### config.mk
export PLATFORM = sky130hd
export DESIGN_NAME = mctl_ctrl
export DESIGN_NICKNAME = d
export VERILOG_FILES = /design/src/rtl/mctl_pkg.sv /design/src/rtl/mctl_ctrl.sv
export SDC_FILE = /design/constraint.sdc
export NUM_CORES = 1
export LEC_CHECK = 0
export BUFFER_PORTS_ARGS = -buffer_cell sky130_fd_sc_hd__buf_2
export CORE_AREA = 2 2 39 41
export DETAILED_ROUTE_END_ITERATION = 8
export DIE_AREA = 0 0 41 43
export PLACE_DENSITY = 0.3
export SYNTH_ARGS = -nofsm -noshare
export SYNTH_HDL_FRONTEND = slang
export SYNTH_SLANG_ARGS = --single-unit
### constraint.sdc
create_clock -name clk_i -period 1.25 [get_ports clk_i]
set_input_delay 0.125 -clock clk_i [delete_from_list [all_inputs] [get_ports clk_i]]
set_output_delay 0.125 -clock clk_i [all_outputs]
set_load 0.01 [all_outputs]
### src/rtl/mctl_pkg.sv
// ----------------------------------------------------------------------------
// mctl_pkg
// shared types and constants of the moesi tag, state and lru controller
// ----------------------------------------------------------------------------
package mctl_pkg;

  localparam int unsigned ModeW  = 3;
  localparam int unsigned StW    = 3;
  localparam int unsigned BusW   = 2;

  // cache geometry, fixed to match the channel field widths
  localparam int unsigned Ways      = 8;
  localparam int unsigned Sets      = 128;
  localparam int unsigned LineBytes = 32;
  localparam int unsigned TagBits   = 20;
  localparam int unsigned OffW      = $clog2(LineBytes);
  localparam int unsigned SetW      = $clog2(Sets);
  localparam int unsigned WayW      = $clog2(Ways);
  localparam int unsigned AgeW      = $clog2(Ways + 1);

  localparam logic [ModeW-1:0] ModeCpuRd   = 3'd0;
  localparam logic [ModeW-1:0] ModeCpuWr   = 3'd1;
  localparam logic [ModeW-1:0] ModeSnpRd   = 3'd2;
  localparam logic [ModeW-1:0] ModeSnpUpg  = 3'd3;
  localparam logic [ModeW-1:0] ModeSnpRdx  = 3'd4;

  localparam logic [StW-1:0] StI = 3'd0;
  localparam logic [StW-1:0] StE = 3'd1;
  localparam logic [StW-1:0] StM = 3'd2;
  localparam logic [StW-1:0] StO = 3'd3;
  localparam logic [StW-1:0] StS = 3'd4;

  localparam logic [BusW-1:0] BusNone = 2'd0;
  localparam logic [BusW-1:0] BusRd   = 2'd1;
  localparam logic [BusW-1:0] BusUpg  = 2'd2;
  localparam logic [BusW-1:0] BusRdx  = 2'd3;

  typedef struct packed {
    logic rd;     // launch row read
    logic upd;    // write back the row and load the result register
  } cmd_t;

endpackage

### src/rtl/mctl_ctrl.sv
// ----------------------------------------------------------------------------
// mctl_ctrl
// sequencer: accept, read set row, update row and present result
// ----------------------------------------------------------------------------
module mctl_ctrl (
  input  logic             clk_i,
  input  logic             rst_ni,
  input  logic             in_valid_i,
  output logic             in_ready_o,
  output logic             out_valid_o,
  input  logic             out_ready_i,
  output mctl_pkg::cmd_t   cmd_o
);

  typedef enum logic [2:0] {
    S_IDLE = 3'b001,
    S_LOOK = 3'b010,
    S_OUT  = 3'b100
  } state_e;

  state_e state_q, state_d;

  // a new item may enter while the previous result is taken
  assign in_ready_o  = (state_q == S_IDLE) || (state_q == S_OUT && out_ready_i);
  assign out_valid_o = (state_q == S_OUT);
  assign cmd_o.rd    = in_valid_i && in_ready_o;
  assign cmd_o.upd   = (state_q == S_LOOK);

  always_comb begin
    state_d = state_q;
    case (state_q)
      S_IDLE: if (in_valid_i) state_d = S_LOOK;
      S_LOOK: state_d = S_OUT;
      S_OUT: begin
        if (out_ready_i) state_d = in_valid_i ? S_LOOK : S_IDLE;
      end
      default: state_d = S_IDLE;
    endcase
  end

  always_ff @(posedge clk_i or negedge rst_ni) begin
    if (!rst_ni) state_q <= S_IDLE;
    else state_q <= state_d;
  end

`ifndef SYNTHESIS
  a_onehot: assert property (@(posedge clk_i) disable iff (!rst_ni) $onehot(state_q))
    else $error("state not one-hot");
  a_look_then_out: assert property (@(posedge clk_i) disable iff (!rst_ni)
    state_q == S_LOOK |=> state_q == S_OUT) else $error("lookup not followed by result");
  a_hold: assert property (@(posedge clk_i) disable iff (!rst_ni)
    out_valid_o && !out_ready_i |=> out_valid_o) else $error("result dropped");
`endif

endmodule

Word level (Yosys, flattened, before mapping)
Index checks and enable logic that the tools add are counted.
{"block": "totals", "out_inout_bits": 4, "regBits": 3, "in_bits": 4, "wordCells": 14}
{"block": "op_classes", "eq_ne": 5, "n_mux": 4, "n_reduce_logical": 4}
{"cell": "3-bit one-hot mux with 3 select lines", "n": 1}
{"cell": "3-bit 2-to-1 mux", "n": 2}
{"cell": "3-bit by 1-bit == test with 1-bit output, second input constant", "n": 1}
{"cell": "3-bit by 2-bit == test with 1-bit output, second input constant", "n": 1}
{"cell": "3-bit == test, second input constant", "n": 1}
{"cell": "1-bit logical AND", "n": 2}
{"cell": "2-bit 2-to-1 mux", "n": 1}
{"cell": "2-bit by 1-bit != test with 1-bit output, second input constant", "n": 1}
{"cell": "2-bit != test, second input constant", "n": 1}
{"cell": "2-bit AND reduction", "n": 1}
{"cell": "1-bit logical OR", "n": 1}

Logic depth before layout (Yosys ltp)
{"block": "depth", "word_depth": 4, "ltp_mapped": 3, "depth_no_buf": 3}

Worst setup path before layout
OpenSTA, ideal clock, no wires.
{"block": "synth_timing", "kind": "register to output", "startpoint": "register state_q[0]", "endpoint": "output cmd_o[1] (netlist name)", "stages_incl_launch_ff": 3, "path_slack_ns": 0.148, "arrival_ns": 0.977, "required_time_ns": 1.125, "path_buffers": 0, "path_cell_list": "dfstp_2 > mux2i_1 > nor3b_1"}
{"element": "start, declared", "line_no": "mctl_ctrl.sv:21", "text": "state_e state_q, state_d;"}
{"element": "start signal, assigned", "line_no": "mctl_ctrl.sv:43", "text": "else state_q <= state_d;"}
{"element": "end, declared", "line_no": "mctl_ctrl.sv:12", "text": "output mctl_pkg::cmd_t cmd_o"}

==> reports/results.tsv <==
stage	metric	value	unit
status	outcome	complete, but fails checks	
status	failing checks	setup timing	
min_path	WHS Endpoint	state_q[1]	
drt	metal2 WL	212	um
drt	Post-DRT Antenna Nets	0	
global_routing	number of global-route vias before repair	202	
clock_network	cts bufs inserted	3	
power	power per cell area	2140	mW/mm^2
synthesis	Syn Inst Count	17	
critical_path	CP required	1.12	ns
drt	Met1 Wirelength	166	um
drt	DRT Wirelength	424	um
floorplan	Die ar.	0.00176	mm^2
floorplan	Die Y	43	um
global_routing	initial antenna violation count	0	
placement	routability cong.	0.587	
layout	Regs by FF count	state_q (3)	
drt	Routed WL per cell	9.22	um
layout	area grow syn2layout	57.9	%
clock_network	# H-tree levels	1	
drt	DRC	0	
floorplan	Site Rows	14	
sta	Final Hold Vio Count	0	
drt	uppermost layer routed	met4	
synthesis	Yosys warning total	0	
clock_network	Skew-Pair Late Insertion Delay	0.23	ns
critical_path	CP Launch Type	flip-flop	
floorplan	starting density of the core	0.127	
critical_path	Worst EP arrival	1.27	ns
clock_network	Sink Count	3	
synthesis	post-synth top area share	0.286	
synthesis	Yosys cell types	12	
global_routing	largest net degree at the start of global routing	9	
sta	Hold Slack	0.182	ns
synthesis	post-synth top area cell	dfrtp_1	
sta	Final WS setup	-0.142	ns
min_path	hold_sp	in_valid_i	
sta	Max-slew headroom	0.823	
critical_path	R2R Path End	state_q[2]	
power	VDD IR max	0.590	mV
job	max_cap viols	0	
layout	n_diodes	0	
clock_network	CTS tree	built	
critical_path	Worst setup EP type	output port	
clock_network	clock root buffer	clkbuf_4	
power	static leakage	0.116	nW
synthesis	most area-consuming cells after synthesis	dfrtp_1 (29%), dfstp_2 (15%), nor3b_1 (13%), and4bb_2 (7.1%), nor2b_1 (7.1%)	
critical_path	crit path from	state_q[0]	
sta	Clock Skew	0.00154	ns
floorplan	# IOs	8	
critical_path	Setup Crit Path Kind	reg2out	
layout	final layout net count	35	
drt	Via density	3.96	
drt	met3 wire length	29	um
clock_network	CTS Buffer Depth	2	
critical_path	reg2reg setup slack	0.17	ns
floorplan	Die Width	41	um
clock_network	Worst-path clk slew	0.04	ns
sta	f_max	718	MHz
layout	flip-flop count of the largest register after layout	3	
min_path	Hold WC Path Type	in2reg	
synthesis	register area share after synthesis	0.436	
synthesis	cell area after synthesis	175	um^2
min_path	Min-Delay Path Depth	2	
global_routing	Overflow after GRT	0	
sta	RSZ-0062 raised after global routing	yes	
floorplan	Core Box Area	0.00138	mm^2
critical_path	r2r startpoint	state_q[1]	
synthesis	average cell area after synthesis	10.3	um^2
clock_network	Setup Fix Bufs, Post-CTS	0	
synthesis	Syn Nets	21	
layout	share of layout cells above drive strength 1	0.467	
layout	Final Non-Filler Cells	46	
sta	minimum clock period	1.39	ns
synthesis	Seq cells post-synth	3	
drt	DRT Pass-1 Iters	4	
drt	detailed-route via count	182	
sta	Worst Max-Slew Pin Slew	0.258	ns
critical_path	Crit Path Max Fanout	3	
sta	fin crit share	1.11	
layout	largest register by flop count	state_q	
sta	final setup vio count	2	
placement	Placed Instances	41	
global_routing	first-pass GRT wire length	703	um
drt	initial detailed-routing violation count	1	
global_routing	total global-route track usage	0.0664	
sta	Fin Setup TNS	-0.277	ns
placement	IO Port Bufs	7	
sta	max-slew violations	0	
critical_path	Register-to-Register Path Depth	2	
==> worst max-delay path, stage by stage (launching register included) <==
cell and delay [ns]:
dfstp_2 0.53, nor2b_1 0.04, mux2i_1 0.23, nor3b_1 0.08
buf_2 0.14
==> power by group <==
| part | leakage [nW] | switching (mW) | internal (mW) | total (mW) |
|---|---|---|---|---|
| Combinational | 0.0642 | 0.112 | 0.117 | 0.229 |
| Clock | 0.0150 | 0.0531 | 0.120 | 0.173 |
| Sequential | 0.0371 | 0.0457 | 0.143 | 0.189 |
==> logic make-up (layout without fill, tap and decap cells) <==
logic type | count (synthesis) | in the layout | share of synthesized area
simple gates | 12 | 12 | 0.479
compound gates | 1 | 1 | 0.0285
buf+inv | 0 | 13 | 0
mux | 1 | 1 | 0.0571
flops | 3 | 3 | 0.436
==> Yosys cell counts <==
cell / instances
nor2_1: 2
mux2i_1: 1
nor3_1: 1
a21oi_1: 1
dfstp_2: 1
dfrtp_1: 2
nor4b_1: 1
nand2b_1: 1
or3b_1: 1
nor2b_1: 2
and4bb_2: 1
nor3b_1: 3
==> layout by cell type (no fill, tap or decap), drive strengths merged <==
| master | count |
|---|---|
| a21oi | 1 |
| nor2b | 2 |
| nor4b | 1 |
| mux2i | 1 |
| dlygate4sd3 | 1 |
| nor3b | 3 |
| buf | 8 |
| and4bb | 1 |
| or3b | 1 |
| dfrtp | 2 |
| dfstp | 1 |
| nor3 | 1 |
| nor2 | 2 |
| clkbuf | 4 |
| nand2b | 1 |
==> per-layer routing <==
metal  global-route usage  vias to the layer above
met5                    0                        -
met3               0.0209                        2
met4                0.100                        0
met1               0.0518                       87
li1                     -                       87
met2               0.0969                        6
==> final cells by class <==
class	count	area [um^2]
flip-flops and latches	3	76.3
repair buffers	9	52.6
multi-input cells	14	101
clock buffers	4	26.3
well taps	16	20.0
fillers	161	1110
==> repair_timing <==
| item | 4_1_cts | 5_1_grt |
|---|---|---|
| hold buffers | 1 | 0 |
| gates cloned | 0 | 0 |
| pin swaps | 0 | 1 |
| resized for setup | 1 | 0 |
| endpoints found under the hold margin | 3 | 0 |
| endpoints found under the setup margin | 3 | 3 |
==> how the worst max path moves through the flow <==
stage,to,slack [ns]
3_5_place_dp,cmd_o[1],0.10
5_1_grt,cmd_o[1],-0.23
4_1_cts,cmd_o[1],-0.16
3_3_place_gp,cmd_o[1],0.12
6_report,cmd_o[1],-0.14
2_1_floorplan,cmd_o[1],0.15
==> metrics by stage <==
step            util  setup slack [ns]  instance area [um^2]  total power [mW]
6_report       0.200            -0.142                   277             0.590
4_1_cts        0.200            -0.158                   277             0.605
3_3_place_gp   0.172             0.123                   238             0.413
2_1_floorplan      -             0.148                   175             0.315
5_1_grt        0.200            -0.226                   277             0.645
3_5_place_dp   0.172             0.101                   238             0.416
(Power assumes the default switching activity.)
